$ cat config.mk
export PLATFORM = sky130hd
export DESIGN_NAME = attribute_list_tokenizer
export DESIGN_NICKNAME = d
export VERILOG_FILES = /design/src/sv/alt_pkg.sv /design/src/sv/attribute_list_tokenizer.sv /design/src/sv/alt_in_stage.sv /design/src/sv/alt_core.sv
export SDC_FILE = /design/constraint.sdc
export NUM_CORES = 1
export LEC_CHECK = 0
export BUFFER_PORTS_ARGS = -buffer_cell sky130_fd_sc_hd__buf_4
export CELL_PAD_IN_SITES_DETAIL_PLACEMENT = 1
export CELL_PAD_IN_SITES_GLOBAL_PLACEMENT = 2
export CORE_MARGIN = 3
export CORE_UTILIZATION = 25
export CTS_BUF_LIST = sky130_fd_sc_hd__clkbuf_4 sky130_fd_sc_hd__clkbuf_8
export CTS_CLUSTER_DIAMETER = 80
export DETAILED_ROUTE_END_ITERATION = 10
export GPL_TIMING_DRIVEN = 0
export PLACE_DENSITY = 0.63
export SYNTH_ARGS = -nofsm -noshare
export SYNTH_HDL_FRONTEND = slang
export SYNTH_HIERARCHICAL = 1
export SYNTH_SLANG_ARGS = --single-unit
export TNS_END_PERCENT = 1
$ cat constraint.sdc
create_clock -name clk -period 25.9 [get_ports clk]
set_input_delay 1.295 -clock clk [delete_from_list [all_inputs] [get_ports clk]]
set_output_delay 1.295 -clock clk [all_outputs]
set_load 0.01 [all_outputs]
$ cat src/sv/alt_pkg.sv
// ----------------------------------------------------------------------------
// Attribute list tokenizer package
// Request and result types, character constants and result kinds.
// ----------------------------------------------------------------------------
package alt_pkg;

    localparam logic [7:0] CH_QUOTE = 8'h22;
    localparam logic [7:0] CH_COMMA = 8'h2C;
    localparam logic [7:0] CH_EQUAL = 8'h3D;
    localparam logic [7:0] CH_TAB   = 8'h09;
    localparam logic [7:0] CH_SPACE = 8'h20;

    localparam logic KIND_NAMED      = 1'b0;
    localparam logic KIND_POSITIONAL = 1'b1;

    typedef struct packed {
        logic [7:0] ch;
        logic       last;
        logic       no_char;
    } req_t;

    typedef struct packed {
        logic        kind;
        logic [11:0] key_offset;
        logic [12:0] key_length;
        logic [11:0] position;
        logic [12:0] value_offset;
        logic [12:0] value_length;
        logic        at_end;
        logic        overflow;
    } rsp_t;

endpackage

$ cat src/sv/attribute_list_tokenizer.sv
// ----------------------------------------------------------------------------
// Attribute list tokenizer
// Splits attribute list content into named pairs and positional values.
// ----------------------------------------------------------------------------
// Usage:
//   The request channel (req_valid, req_stall, req) carries one character per
//   request, with last marking the end of the content and no_char marking a
//   request without a character (used to end empty content).
//   The result channel (rsp_valid, rsp_stall, rsp) carries at most one token
//   result per request: kind, key and value spans as offsets from the start
//   of the content, positional number, at_end and overflow.
//   A request sits in the input register while the token logic feeds the
//   result register.
//   Throughput is one request per cycle while rsp_stall holds no result, set
//   by the single token state update between the input and result registers.
//   While a result is held under rsp_stall, req_stall rises once the input
//   register is full; nothing is lost or repeated.
//   Reset clears all token state; the next request starts a fresh content.
//   Characters beyond MAX_CONTENT are ignored and flag overflow.
// ----------------------------------------------------------------------------
module attribute_list_tokenizer
#(
    parameter int MAX_CONTENT = 4096
)
(
    input  logic          clk,
    input  logic          rst_n,
    input  logic          req_valid,
    output logic          req_stall,
    input  alt_pkg::req_t req,
    output logic          rsp_valid,
    input  logic          rsp_stall,
    output alt_pkg::rsp_t rsp
);
    import alt_pkg::*;

    logic take;
    logic item_valid;
    req_t item;

    alt_in_stage u_in_stage
    (
        .clk        (clk),
        .rst_n      (rst_n),
        .req_valid  (req_valid),
        .req_stall  (req_stall),
        .req        (req),
        .take       (take),
        .item_valid (item_valid),
        .item       (item)
    );

    alt_core
    #(
        .MAX_CONTENT (MAX_CONTENT)
    )
    u_core
    (
        .clk        (clk),
        .rst_n      (rst_n),
        .item_valid (item_valid),
        .item       (item),
        .take       (take),
        .rsp_valid  (rsp_valid),
        .rsp_stall  (rsp_stall),
        .rsp        (rsp)
    );

endmodule

$ cat src/sv/alt_in_stage.sv
// ----------------------------------------------------------------------------
// Attribute list tokenizer input stage
// Registers one request and holds it until the core takes it.
// ----------------------------------------------------------------------------
module alt_in_stage
(
    input  logic          clk,
    input  logic          rst_n,
    input  logic          req_valid,
    output logic          req_stall,
    input  alt_pkg::req_t req,
    input  logic          take,
    output logic          item_valid,
    output alt_pkg::req_t item
);
    import alt_pkg::*;

    logic valid_reg;
    logic valid_next;
    req_t item_reg;
    req_t item_next;

    assign req_stall = valid_reg && !take;

    always_comb
    begin
        valid_next = valid_reg;
        item_next  = item_reg;
        if (!req_stall)
        begin
            valid_next = req_valid;
            item_next  = req;
        end
    end

    always_ff @(posedge clk or negedge rst_n)
    begin
        if (!rst_n)
        begin
            valid_reg <= 1'b0;
        end
        else
        begin
            valid_reg <= valid_next;
        end
    end

    always_ff @(posedge clk)
    begin
        item_reg <= item_next;
    end

    assign item_valid = valid_reg;
    assign item       = item_reg;

endmodule

$ cat src/sv/alt_core.sv
// ----------------------------------------------------------------------------
// Attribute list tokenizer core
// Per-character token state, span calculation and the result register.
// ----------------------------------------------------------------------------
module alt_core
#(
    parameter int MAX_CONTENT = 4096
)
(
    input  logic          clk,
    input  logic          rst_n,
    input  logic          item_valid,
    input  alt_pkg::req_t item,
    output logic          take,
    output logic          rsp_valid,
    input  logic          rsp_stall,
    output alt_pkg::rsp_t rsp
);
    import alt_pkg::*;

    localparam int CW = $clog2(MAX_CONTENT + 1);

    logic [CW-1:0] char_count_reg,        char_count_next;
    logic          in_token_reg,          in_token_next;
    logic          quote_open_reg,        quote_open_next;
    logic [CW-1:0] token_start_reg,       token_start_next;
    logic          equals_seen_reg,       equals_seen_next;
    logic [CW-1:0] key_end_reg,           key_end_next;
    logic          value_started_reg,     value_started_next;
    logic [CW-1:0] value_first_pos_reg,   value_first_pos_next;
    logic          value_starts_quote_reg, value_starts_quote_next;
    logic [CW-1:0] last_nonblank_end_reg, last_nonblank_end_next;
    logic          last_nonblank_quote_reg, last_nonblank_quote_next;
    logic [11:0]   next_position_reg,     next_position_next;
    logic          too_long_reg,          too_long_next;
    logic          rsp_valid_reg,         rsp_valid_next;
    rsp_t          rsp_reg,               rsp_next;

    logic          out_free;
    logic          fire;

    assign out_free = !rsp_valid_reg || !rsp_stall;
    assign take     = out_free;
    assign fire     = item_valid && out_free;

    always_comb
    begin
        logic          has_char;
        logic          fits;
        logic          accept_ch;
        logic          blank;
        logic          is_comma;
        logic          is_quote;
        logic          close;
        logic          finish;
        logic          strip;
        logic          keep;
        logic          sq;
        logic [CW-1:0] p;
        logic [CW-1:0] klen;
        logic [CW-1:0] voff;
        logic [CW-1:0] vlen;

        char_count_next          = char_count_reg;
        in_token_next            = in_token_reg;
        quote_open_next          = quote_open_reg;
        token_start_next         = token_start_reg;
        equals_seen_next         = equals_seen_reg;
        key_end_next             = key_end_reg;
        value_started_next       = value_started_reg;
        value_first_pos_next     = value_first_pos_reg;
        value_starts_quote_next  = value_starts_quote_reg;
        last_nonblank_end_next   = last_nonblank_end_reg;
        last_nonblank_quote_next = last_nonblank_quote_reg;
        next_position_next       = next_position_reg;
        rsp_next                 = rsp_reg;
        rsp_valid_next           = rsp_valid_reg && rsp_stall;

        has_char  = !item.no_char;
        fits      = char_count_reg < CW'(MAX_CONTENT);
        accept_ch = fire && has_char && fits;
        too_long_next = too_long_reg || (fire && has_char && !fits);
        p         = char_count_reg;
        blank     = (item.ch == CH_SPACE) || (item.ch == CH_TAB);
        is_comma  = item.ch == CH_COMMA;
        is_quote  = item.ch == CH_QUOTE;
        close     = 1'b0;

        if (accept_ch)
        begin
            char_count_next = p + CW'(1);
            if (!in_token_reg && !is_comma && !blank)
            begin
                in_token_next            = 1'b1;
                quote_open_next          = 1'b0;
                token_start_next         = p;
                equals_seen_next         = 1'b0;
                key_end_next             = p;
                value_started_next       = 1'b0;
                value_first_pos_next     = p;
                value_starts_quote_next  = is_quote;
                last_nonblank_end_next   = p;
                last_nonblank_quote_next = 1'b0;
            end
            if (in_token_next)
            begin
                if (is_comma && !quote_open_next)
                begin
                    close = 1'b1;
                end
                else
                begin
                    if (is_quote)
                    begin
                        quote_open_next = !quote_open_next;
                    end
                    if (item.ch == CH_EQUAL && !quote_open_next && !equals_seen_next)
                    begin
                        key_end_next            = last_nonblank_end_next;
                        equals_seen_next        = 1'b1;
                        value_started_next      = 1'b0;
                        value_first_pos_next    = p + CW'(1);
                        value_starts_quote_next = 1'b0;
                    end
                    else if (equals_seen_next && !value_started_next && !blank)
                    begin
                        value_started_next      = 1'b1;
                        value_first_pos_next    = p;
                        value_starts_quote_next = is_quote;
                    end
                    if (!blank)
                    begin
                        last_nonblank_end_next   = p + CW'(1);
                        last_nonblank_quote_next = is_quote;
                    end
                end
            end
        end

        finish = in_token_next && (close || (fire && item.last));

        klen = key_end_next - token_start_next;
        if (equals_seen_next)
        begin
            voff = value_first_pos_next;
            vlen = last_nonblank_end_next - value_first_pos_next;
            sq   = value_started_next && value_starts_quote_next;
        end
        else
        begin
            voff = token_start_next;
            vlen = last_nonblank_end_next - token_start_next;
            sq   = value_starts_quote_next;
        end
        strip = (vlen >= CW'(2)) && sq && last_nonblank_quote_next;
        if (strip)
        begin
            voff = voff + CW'(1);
            vlen = vlen - CW'(2);
        end
        keep = equals_seen_next ? (klen != '0) : (vlen != '0);

        if (finish)
        begin
            in_token_next   = 1'b0;
            quote_open_next = 1'b0;
            if (keep)
            begin
                rsp_valid_next        = 1'b1;
                rsp_next.kind         = equals_seen_next ? KIND_NAMED : KIND_POSITIONAL;
                rsp_next.key_offset   = equals_seen_next ? 12'(token_start_next) : 12'd0;
                rsp_next.key_length   = equals_seen_next ? 13'(klen) : 13'd0;
                rsp_next.position     = equals_seen_next ? 12'd0 : next_position_reg;
                rsp_next.value_offset = 13'(voff);
                rsp_next.value_length = 13'(vlen);
                rsp_next.at_end       = item.last;
                rsp_next.overflow     = too_long_next;
                if (!equals_seen_next)
                begin
                    next_position_next = next_position_reg + 12'd1;
                end
            end
        end

        if (fire && item.last)
        begin
            char_count_next          = '0;
            in_token_next            = 1'b0;
            quote_open_next          = 1'b0;
            token_start_next         = '0;
            equals_seen_next         = 1'b0;
            key_end_next             = '0;
            value_started_next       = 1'b0;
            value_first_pos_next     = '0;
            value_starts_quote_next  = 1'b0;
            last_nonblank_end_next   = '0;
            last_nonblank_quote_next = 1'b0;
            next_position_next       = 12'd1;
            too_long_next            = 1'b0;
        end
    end

    always_ff @(posedge clk or negedge rst_n)
    begin
        if (!rst_n)
        begin
            char_count_reg          <= '0;
            in_token_reg            <= 1'b0;
            quote_open_reg          <= 1'b0;
            token_start_reg         <= '0;
            equals_seen_reg         <= 1'b0;
            key_end_reg             <= '0;
            value_started_reg       <= 1'b0;
            value_first_pos_reg     <= '0;
            value_starts_quote_reg  <= 1'b0;
            last_nonblank_end_reg   <= '0;
            last_nonblank_quote_reg <= 1'b0;
            next_position_reg       <= 12'd1;
            too_long_reg            <= 1'b0;
            rsp_valid_reg           <= 1'b0;
        end
        else
        begin
            char_count_reg          <= char_count_next;
            in_token_reg            <= in_token_next;
            quote_open_reg          <= quote_open_next;
            token_start_reg         <= token_start_next;
            equals_seen_reg         <= equals_seen_next;
            key_end_reg             <= key_end_next;
            value_started_reg       <= value_started_next;
            value_first_pos_reg     <= value_first_pos_next;
            value_starts_quote_reg  <= value_starts_quote_next;
            last_nonblank_end_reg   <= last_nonblank_end_next;
            last_nonblank_quote_reg <= last_nonblank_quote_next;
            next_position_reg       <= next_position_next;
            too_long_reg            <= too_long_next;
            rsp_valid_reg           <= rsp_valid_next;
        end
    end

    always_ff @(posedge clk)
    begin
        rsp_reg <= rsp_next;
    end

    assign rsp_valid = rsp_valid_reg;
    assign rsp       = rsp_reg;

endmodule

## Word-level counts from Yosys, hierarchy flattened

Cells that the tools add are included.
Widths: inputs -> output; s select.

- $add $sub $neg: 7
- Equality and inequality tests: 6
- Multiplexer cells: 85
- $lt $le $gt $ge: 2
- Reductions and logical operators: 42

Operators with widths:

| kind | number |
|---|---|
| $mux 13 | 28 |
| $mux 1 | 53 |
| $mux 12 | 4 |
| $sub 13x13->13 | 3 |
| $eq 8x6->1 const B | 4 |
| $add 13x1->13 const B | 2 |
| $reduce_bool 13->1 | 2 |
| $logic_and 1x1->1 | 18 |
| $ge 13x2->1 const B | 1 |
| $lt 13x13->1 const B | 1 |
| $sub 13x2->13 const B | 1 |
| $add 12x1->12 const B | 1 |
| $logic_not 1->1 | 12 |
| $eq 8x4->1 const B | 1 |
| $reduce_bool 2->1 | 3 |
| $logic_or 1x1->1 | 4 |
| $reduce_and 3->1 | 1 |
| $reduce_bool 3->1 | 1 |
| $ne 2x2->1 const B | 1 |
| $reduce_and 2->1 | 1 |

- Register bits: 162
- Output and inout port bits: 68
- Input bits: 14

## Depth between registers and ports, before layout

Gate-level depths: netlist of run 1.

- Depth after elaboration: 29
- Depth in mapped cells: 28
- Depth with buffers taken out: 23

## Hierarchy

The synthesis of run 1 kept the hierarchy.

By module, submodules not included:

| module | times used | area an instance (um^2) | cells an instance |
|---|---|---|---|
| alt_core | 1 | 8822.2 | 905 |
| alt_in_stage | 1 | 351.6 | 14 |

## Least setup slack after synthesis of run 1

OpenSTA, ideal clock, no wires.

- Path type: input port to flip-flop
- Start: in rsp_stall
- End: reg u_core.rsp_reg (netlist bit u_core/rsp[0]), enable pin
- Arrival: 9844 ps
- Stages on the path: 19
- Buffers on the path: 2
- Data required time: 25313 ps
- Setup slack: 15469 ps
- Path through: a21bo_2 -> or3_1 -> clkbuf_1 -> nor3_1 -> buf_2 -> mux2i_1 -> ha_1 -> nor2b_1 -> o21ai_0 -> nand2b_1 -> a21o_1 -> a21o_1 -> a21o_1 -> a41o_1 -> nor3_1 -> o21bai_1 -> xnor2_1 -> nor4_1 -> o31ai_1

- Cells in the longest elaborated chain, start to end: 15
- Elaborated cells between the ends (all ways): 33
- Those cells by class: add/sub: 4; order compare: 1; mux: 14; reduce/logical: 14

RTL lines:

| what | RTL line | source |
|---|---|---|
| from (decl) | attribute_list_tokenizer.sv:32 | `input logic rsp_stall,` |
| $logic_not 1->1 * | alt_core.sv:42 | `assign out_free = !rsp_valid_reg \|\| !rsp_stall;` |
| $logic_or 1x1->1 * | alt_core.sv:42 |  |
| $logic_and 1x1->1 * | alt_core.sv:44 | `assign fire = item_valid && out_free;` |
| $logic_and 1x1->1 (2 in a row) | alt_core.sv:81 | `accept_ch = fire && has_char && fits;` |
| $mux 13 | alt_core.sv:89 | `if (accept_ch)` |
| $sub 13x13->13, on equally long branches | alt_core.sv:152, alt_core.sv:146 |  |
| $mux 13 | alt_core.sv:143 | `if (equals_seen_next)` |
| $ge 13x2->1 | alt_core.sv:155 | `strip = (vlen >= CW'(2)) && sq && last_nonblank_quote_next;` |
| $logic_and 1x1->1 (2 in a row) | alt_core.sv:155 |  |
| $mux 13 | alt_core.sv:156 | `if (strip)` |
| $reduce_bool 13->1 | alt_core.sv:161 | `keep = equals_seen_next ? (klen != '0) : (vlen != '0);` |
| $mux 1 | alt_core.sv:161 |  |
| $reduce_and 2->1 (no line) * | - |  |
| to (signal assigned) | alt_core.sv:243 | `rsp_reg <= rsp_next;` |
| to (decl) | alt_core.sv:37 | `rsp_t rsp_reg, rsp_next;` |

Mark *: on every way between the ends. The rest lies on a longest branch, timed or not.
A chain may end at the register's enable or synchronous reset.

## Worst setup path in the final report of run 1

- Start: in rsp_stall
- End: reg u_core.rsp_reg (netlist bit u_core/rsp[18]), enable pin

Same word-level chain as after synthesis.

==> results of run 1 <==
## power by group
group | switching (mW) | internal, mW
Clock | 0.0995 | 0.110
Combinational | 0.285 | 0.187
Sequential | 0.0211 | 0.330
## synthesized netlist by cell type (7+ instances only)
cell and n:
sky130_fd_sc_hd__a21o_1 13, sky130_fd_sc_hd__a21oi_1 45, sky130_fd_sc_hd__a31oi_1 8, sky130_fd_sc_hd__and2_1 49, sky130_fd_sc_hd__and3_1 14, sky130_fd_sc_hd__and4_1 7, sky130_fd_sc_hd__clkbuf_1 46, sky130_fd_sc_hd__dfrtp_1 85
sky130_fd_sc_hd__edfxtp_1 76, sky130_fd_sc_hd__ha_1 28, sky130_fd_sc_hd__inv_1 30, sky130_fd_sc_hd__mux2i_1 20, sky130_fd_sc_hd__nand2_1 64, sky130_fd_sc_hd__nand2b_1 7, sky130_fd_sc_hd__nand3_1 28, sky130_fd_sc_hd__nand4_1 8
sky130_fd_sc_hd__nor2_1 100, sky130_fd_sc_hd__nor3_1 16, sky130_fd_sc_hd__nor4_1 7, sky130_fd_sc_hd__o211ai_1 9, sky130_fd_sc_hd__o21a_1 7, sky130_fd_sc_hd__o21ai_0 53, sky130_fd_sc_hd__o22a_1 26, sky130_fd_sc_hd__o22ai_1 13
sky130_fd_sc_hd__o31ai_1 19, sky130_fd_sc_hd__or3_1 8, sky130_fd_sc_hd__or4_1 8, sky130_fd_sc_hd__xnor2_1 31, sky130_fd_sc_hd__xor2_1 18
## cell families (layout without fill, tap and decap cells)
logic type | count (synthesis) | after routing
AND/OR/NAND/NOR | 340 | 340
buffers and inverters | 83 | 200
flip-flops | 162 | 162
XOR/XNOR | 50 | 50
adder cells (fa/ha/maj) | 30 | 30
multiplexers | 23 | 23
AO/OA/AOI/OAI | 231 | 231
## layer usage
metal	track usage [%]	part of all wire, %	wire, µm
met1	22.7	49	15200
met2	26.6	47	14700
met3	2.66	2.5	759
met4	3.41	0.99	307
met5	0	0	0
## through the flow
step | cell area [µm²] | worst slack, ns
6_report | 10900 | 17.18
5_1_grt | 10900 | 16.67
4_1_cts | 10900 | 17.11
3_5_place_dp | 10500 | 16.59
3_3_place_gp | 10400 | 10.93
2_1_floorplan | 9170 | 15.47
## cell type report
| cell class | count | area, µm² |
|---|---|---|
| well taps | 461 | 577 |
| clock inverters | 11 | 163 |
| fillers | 4070 | 24900 |
| plain buffers | 52 | 213 |
| clock buffers | 21 | 270 |
| flip-flops and latches | 162 | 4440 |
| inverters | 31 | 116 |
| multi-input cells | 674 | 4430 |
| repair buffers | 85 | 681 |
## worst max path at each step
stage,cells after the start,start,endpoint
after floorplan,19,rsp_stall,u_core/rsp[0]
after global placement,20,rsp_stall,u_core/rsp[25]
after detailed placement,26,rsp_stall,u_core/rsp[21]
after CTS,26,rsp_stall,u_core/rsp[18]
after global routing,26,rsp_stall,u_core/rsp[18]
final,26,rsp_stall,u_core/rsp[18]
## worst max-delay path, cell delays in order
cell and delay, ns:
sky130_fd_sc_hd__buf_4 0.11, sky130_fd_sc_hd__a21bo_2 0.20, sky130_fd_sc_hd__or3_1 0.30, sky130_fd_sc_hd__clkbuf_1 0.25
sky130_fd_sc_hd__nor3_1 0.65, sky130_fd_sc_hd__buf_2 0.51, sky130_fd_sc_hd__mux2i_1 0.68, sky130_fd_sc_hd__nor2_1 0.10
sky130_fd_sc_hd__nor2_1 0.43, sky130_fd_sc_hd__ha_1 0.33, sky130_fd_sc_hd__buf_6 0.14, sky130_fd_sc_hd__o21ai_0 0.30
sky130_fd_sc_hd__o21ai_0 0.17, sky130_fd_sc_hd__a311oi_2 0.48, sky130_fd_sc_hd__o2111a_2 0.33, sky130_fd_sc_hd__o2111ai_4 0.15
sky130_fd_sc_hd__or3_1 0.45, sky130_fd_sc_hd__nor4_1 0.35, sky130_fd_sc_hd__nand2_1 0.08, sky130_fd_sc_hd__mux2_1 0.35
sky130_fd_sc_hd__o2111a_2 0.22, sky130_fd_sc_hd__buf_6 0.15, sky130_fd_sc_hd__nand2b_1 0.22, sky130_fd_sc_hd__o31ai_4 0.17
sky130_fd_sc_hd__buf_8 0.24, sky130_fd_sc_hd__buf_8 0.19
==> results.txt, run 1 <==
----------------------------------------------------
[Detailed routing]
  DRC violations left ... 0
  Routed WL per cell ... 20.7 µm
  Number of vias in the routed layout ... 7420
  Drt first pass iters ... 4
  Via density per instance ... 4.96
  Initial drt markers ... between 300 and 400
  Final wirelength ... 30.9 mm
  ANT nets after route ... 0

[Yosys]
  Synth Flop Type ... sky130_fd_sc_hd__dfrtp_1
  Synthesized instance count ... 919
  Basic-gate share of the synthesized area counting and, or, nand and nor cells ... approximately a fifth
  Cell accounting for the most synthesized area ... sky130_fd_sc_hd__edfxtp_1
  Number of synthesized flops with an enable pin ... 76
  Adder-cell share of the synthesized area ... 4.26%
  Register bit count reported by yosys ... 162
  Synthesized-area fraction occupied by ao, oa, aoi and oai cells ... between 10% and 20%
  Fraction of synthesis flops using an asynchronous set or reset pin ... between 50% and 60%
  Dominant combinational cell family by area after synthesis ... simple AND/OR/NAND/NOR gates
  Synthesized-area fraction occupied by xor and xnor cells ... just under 5%
  Synthesized area per cell ... around 10 µm²
  Share of the yosys chip area belonging to registers ... 48.3%
  Area of the mapped netlist ... between 9000 and 10000 µm²
  Synth top area share ... 24.9%
  Yosys Warn Count ... 6
  Number of nets in the synthesized netlist ... 963
  Top area cells in the synthesized netlist ... sky130_fd_sc_hd__edfxtp_1 25%, sky130_fd_sc_hd__dfrtp_1 23%, sky130_fd_sc_hd__nor2_1 4.1%
  Cell variety after synth ... 79
  Multiplexer share of the synthesized area ... 2.55%

[Clock network]
  Source-to-sink clock delay at the later pin of the worst-skew pair ... 0.49 ns
  Count of H-tree levels built during CTS ... 4
  CTS Hold Buffers Added ... 0
  TritonCTS buffer count ... 17
  Number of cells upsized or downsized after cts ... 0
  CTS Buffer Depth ... 2
  Clk slew on worst S/H paths ... approximately 0.09 ns
  Post-CTS setup-driven buffer insertion count ... 0
  Cell at the root of the clock tree ... sky130_fd_sc_hd__clkbuf_8
  CTS Sinks ... 162
  Clock tree from TritonCTS ... yes

[STA]
  Minimum clock period ... 8.72 ns
  Unrepaired setup endpoints after global routing ... no
  Part of the cycle the worst path needs ... 33.7%
  Post-Route Setup TNS ... 0 ns
  Relative slew slack ... a little under a fifth
  Upper clock frequency limit ... between 0.1 and 0.15 GHz
  Total of endpoints with negative setup slack in the final report ... 0
  Final-report max-slew violation count ... 0
  Worst hold-check slack ... 0.546 ns
  Slew of the pin with the lowest slew margin ... 1.21 ns
  Final hold violation count ... 0
  Post-route clock skew ... 0.0176 ns

[GRT]
  Initial antenna violation count ... 0
  Wire length of the first global-routing pass ... 47.7 mm
  Remaining Overflow, GRT ... 0
  Largest net degree at the start of global routing ... 87
  Number of global-route vias before repair ... between 7000 and 8000
  Global routing usage summed across all routing layers ... 16.2%

[Layout]
  Most common library cell in the layout ignoring fill and taps ... sky130_fd_sc_hd__nor2_1
  Number of flip-flops in the largest register ... 66
  Ant. Diodes ... 0
  Commonest cells after routing, fill and taps aside ... 100 x sky130_fd_sc_hd__nor2_1, 85 x sky130_fd_sc_hd__dfrtp_1, 81 x sky130_fd_sc_hd__buf_4
  Number of nets in the layout ... 1067
  Layout Utilization ... 30.4%
  Final non-filler cell total ... 1497
  Share of final-layout standard cells stronger than drive strength 1 ... 13.9%
  Area growth syn-to-layout ... 18.6%

[Power and ir drop]
  Post-layout total power ... 1.03 mW
  Power density over cell area ... between 90 and 100 nW/µm²
  IR Drop Worst-Case VDD ... between 0.00003 and 0.00004 V
  Leakage power ... 4.33 nW

[Setup path]
  CP Capture Type ... flop
  Worst flop-to-flop path endpoint ... u_core/rsp[18]
  CP Launch Type ... input port
  CP Max Fanout ... 18
  Worst endpoint data arrival time ... 8.91 ns
  Critical path class ... in -> reg
  Data required, critical path ... 26.08 ns
  FF-to-FF Start ... u_in_stage/item_valid
  Worst Reg2Reg Path Length in Cells ... 25
  Flop2flop setup slack ... 17.63 ns

[Floorplan]
  Effective utilization at floorplan ... 25.6%
  Number of rows in the core area ... 69
  Die X-Extent ... 198 µm
  Top-Level Pins ... 82
  Core footprint ... 35800 µm²
  Full die area ... 39000 µm²
  Vertical die dimension ... 198 µm

[Place]
  Placer congestion estimate ... 0.796
  Inst Count DP ... 1465
  DP Wirelength ... 23.1 mm
  Number of buffers added on ports ... 81

[Job]
  Number of max-capacitance violations reported ... 0

[Hold path]
  WHS Endpoint ... u_core/key_end_reg[12]
  Cell depth of the worst min-delay path ... 2
  Hold Crit Class ... reg -> reg
  Worst min-delay path startpoint ... u_core/key_end_reg[12]

[Status]
  Status ... complete, no violations

----------------------------------------------------
Note: power is estimated with default switching activity, not from simulation.
==> run 2, diff against run 1 <==
Settings changed: PLACE_DENSITY 0.63 to 0.65.
Clock period 25.9 ns to 7.7 ns, I/O delays scaled along.
==> run 2 against run 1 <==
  * Clock skew is essentially flat
  * Sequential share of layout area down 0.91 points
  * Combinational power grew to 3.5 times the previous value
  * Via count about the same
  * Final cell count increased by 0.53%
  * Non-clock buffer count rose by 8
  * Power increased to 3.4 times the previous value
  * Critical path type is now reg -> reg
  * Worst setup slack got worse by 17 ns
  * Count of clock-buffer cells in the layout increased by 1
  * Sequential cell count did not move
  * Die area unchanged
  * Hold slack worse by 0.47 ns
==> results.txt, run 2 (synthesis gave the netlist of run 1 again) <==
----------------------------------------------------
[Setup path]
  FF-to-FF Start ... u_in_stage/item[5]
  Worst endpoint data arrival time ... 7.49 ns
  Number of buffer and inverter stages on the critical path ... 5
  Critical path class ... reg -> reg
  Slowest stage cell, crit path ... sky130_fd_sc_hd__edfxtp_1
  Worst flop-to-flop path endpoint ... u_core/rsp[20]
  CP Capture Type ... flop
  Worst Reg2Reg Path Length in Cells ... 26
  Data required, critical path ... approximately 7.9 ns
  CP Launch Type ... flop
  Flop2flop setup slack ... 0.45 ns
  CP Max Fanout ... 18
  Largest stage delay on the critical path ... 0.48 ns
  Worst path top cell family by delay ... compound AO/OA/AOI/OAI gates

[Detailed routing]
  DRC violations left ... 0
  Initial drt markers ... 411
  Drt first pass iters ... 4
  Via density per instance ... 4.93
  Routed WL per cell ... 20.1 µm
  Number of vias in the routed layout ... around 7400
  Final wirelength ... 30.2 mm
  ANT nets after route ... 0

[STA]
  Relative slew slack ... a little over a fifth
  Part of the cycle the worst path needs ... 94.2%
  Min setup slack post-route ... 0.447 ns
  Slew of the pin with the lowest slew margin ... 1.19 ns
  Minimum clock period ... 7.25 ns
  Upper clock frequency limit ... 0.138 GHz
  Post-route clock skew ... 0.0177 ns
  Final hold violation count ... 0
  Final-report max-slew violation count ... 0
  Unrepaired setup endpoints after global routing ... no
  Total of endpoints with negative setup slack in the final report ... 0

[Power and ir drop]
  Switching fraction of total power ... between 40% and 50%
  IR Drop Worst-Case VDD ... 0.000129 V
  Logic pwr share ... 47.9%
  Clock share of power ... 17.8%
  Leakage power ... 4.42 nW
  Power spent charging and discharging nets ... ~1.4 mW
  Internal power ... 2.04 mW
  Power density over cell area ... 311 nW/µm²
  Relative contribution of sequential cells to total power ... approximately a third

[Layout]
  Number of nets in the layout ... between 1000 and 1500
  Area growth syn-to-layout ... 21.3%
  Ant. Diodes ... 0
  # fillers ... 4047
  Share of final-layout standard cells stronger than drive strength 1 ... 17.0%
  Layout Utilization ... between 30% and 40%
  Number of flip-flops in the largest register ... 66
  Most common library cell in the layout ignoring fill and taps ... sky130_fd_sc_hd__nor2_1
  Commonest cells after routing, fill and taps aside ... 98 x sky130_fd_sc_hd__nor2_1, 91 x sky130_fd_sc_hd__buf_4, 85 x sky130_fd_sc_hd__dfrtp_1

[Clock network]
  Clk slew on worst S/H paths ... 0.09 ns
  Source-to-sink clock delay at the later pin of the worst-skew pair ... 0.49 ns
  CTS Sinks ... 162
  Cell at the root of the clock tree ... sky130_fd_sc_hd__clkbuf_8
  Clock tree from TritonCTS ... yes
  Count of H-tree levels built during CTS ... 4
  CTS Buffer Depth ... 2
  TritonCTS buffer count ... 17

[Place]
  Number of buffers added on ports ... 81
  Placer congestion estimate ... between 0.8 and 0.9
  DP Wirelength ... between 20 and 25 mm
  Post-placement setup slack ... -0.507 ns

[Job]
  Number of max-capacitance violations reported ... 0

[GRT]
  Largest net degree at the start of global routing ... 87
  Remaining Overflow, GRT ... 0
  Initial antenna violation count ... 0
  Grt met1 use ... a little over a fifth
  Routing usage on met2 ... 26.1%
  Met3 track demand over resource in global routing ... 2.46%
  Number of global-route vias before repair ... 7665
  Wire length of the first global-routing pass ... 46.9 mm
  Global routing's busiest layer ... met2
  Global routing usage summed across all routing layers ... around 16%

[Hold path]
  WHS Endpoint ... u_in_stage/item[2]
  Worst min-delay path startpoint ... req[2]
  Cell depth of the worst min-delay path ... 1
  Hold Crit Class ... in -> reg

[Floorplan]
  Number of rows in the core area ... 69
  Die X-Extent ... 198 µm
  Full die area ... 39000 µm²
  Effective utilization at floorplan ... around a quarter
  Core footprint ... 35800 µm²
  Vertical die dimension ... 198 µm
  Top-Level Pins ... 82

[Status]
  Status ... complete, no violations

----------------------------------------------------
==> run 2: area by class of cell <==
type                       instances  area, µm²  area share, %
multi-input combinational        674       4660           41.8
sequential                       162       4440           39.8
timing repair buffer              94        753           6.77
tap                              461        577           5.18
clock buffer                      22        303           2.72
buffer                            51        218           1.96
inverter                          31        116           1.05
clock inverter                    10       73.8          0.663
==> run 2: repair_timing <==
| item | CTS | global route |
|---|---|---|
| pin swaps | 1 | 5 |
| resized for setup | 21 | 20 |
| setup endpoints to repair | 76 | 72 |
| hold buffers | 0 | 0 |
| buffers inserted | 2 | 8 |
==> run 2: worst max path at each step <==
stage          slack (ns)               start  cells after the start             end
2_1_floorplan        0.07  u_in_stage/item[3]                     21   u_core/rsp[0]
3_3_place_gp        -3.20  u_in_stage/item[3]                     22  u_core/rsp[23]
3_5_place_dp        -0.51  u_in_stage/item[3]                     25  u_core/rsp[20]
4_1_cts             0.007  u_in_stage/item[5]                     26  u_core/rsp[20]
5_1_grt              0.14  u_in_stage/item[4]                     26  u_core/rsp[34]
6_report             0.45  u_in_stage/item[5]                     26  u_core/rsp[20]
==> run 2: layer usage <==
metal / wire, µm / vias up
li1: - / 3578
met1: 14700 / 3723
met2: 14400 / 99
met3: 815 / 16
met4: 301 / 0
met5: 0 / -
==> run 2: power by group through the flow <==
stage / Clock [mW] / Combinational (mW) / Sequential (mW)
after global routing: 0.682 / 1.84 / 1.21
final: 0.617 / 1.66 / 1.19
after global placement: 0 / 1.56 / 1.22
after floorplan: 0 / 1.02 / 1.23
after CTS: 0.647 / 1.63 / 1.19
after detailed placement: 0 / 1.60 / 1.20
==> run 2: through the flow <==
step	cell area (µm²)	hold slack (ns)	power (mW)	instances	setup TNS [ns]
after floorplan	9180	0.0894	2.25	919	0
after global placement	10400	0.518	2.77	1461	-211.01
after detailed placement	10400	0.520	2.80	1464	-23.11
after CTS	10900	0.0342	3.46	1498	0
after global routing	11100	0.0354	3.73	1505	0
final	11100	0.0753	3.46	1505	0
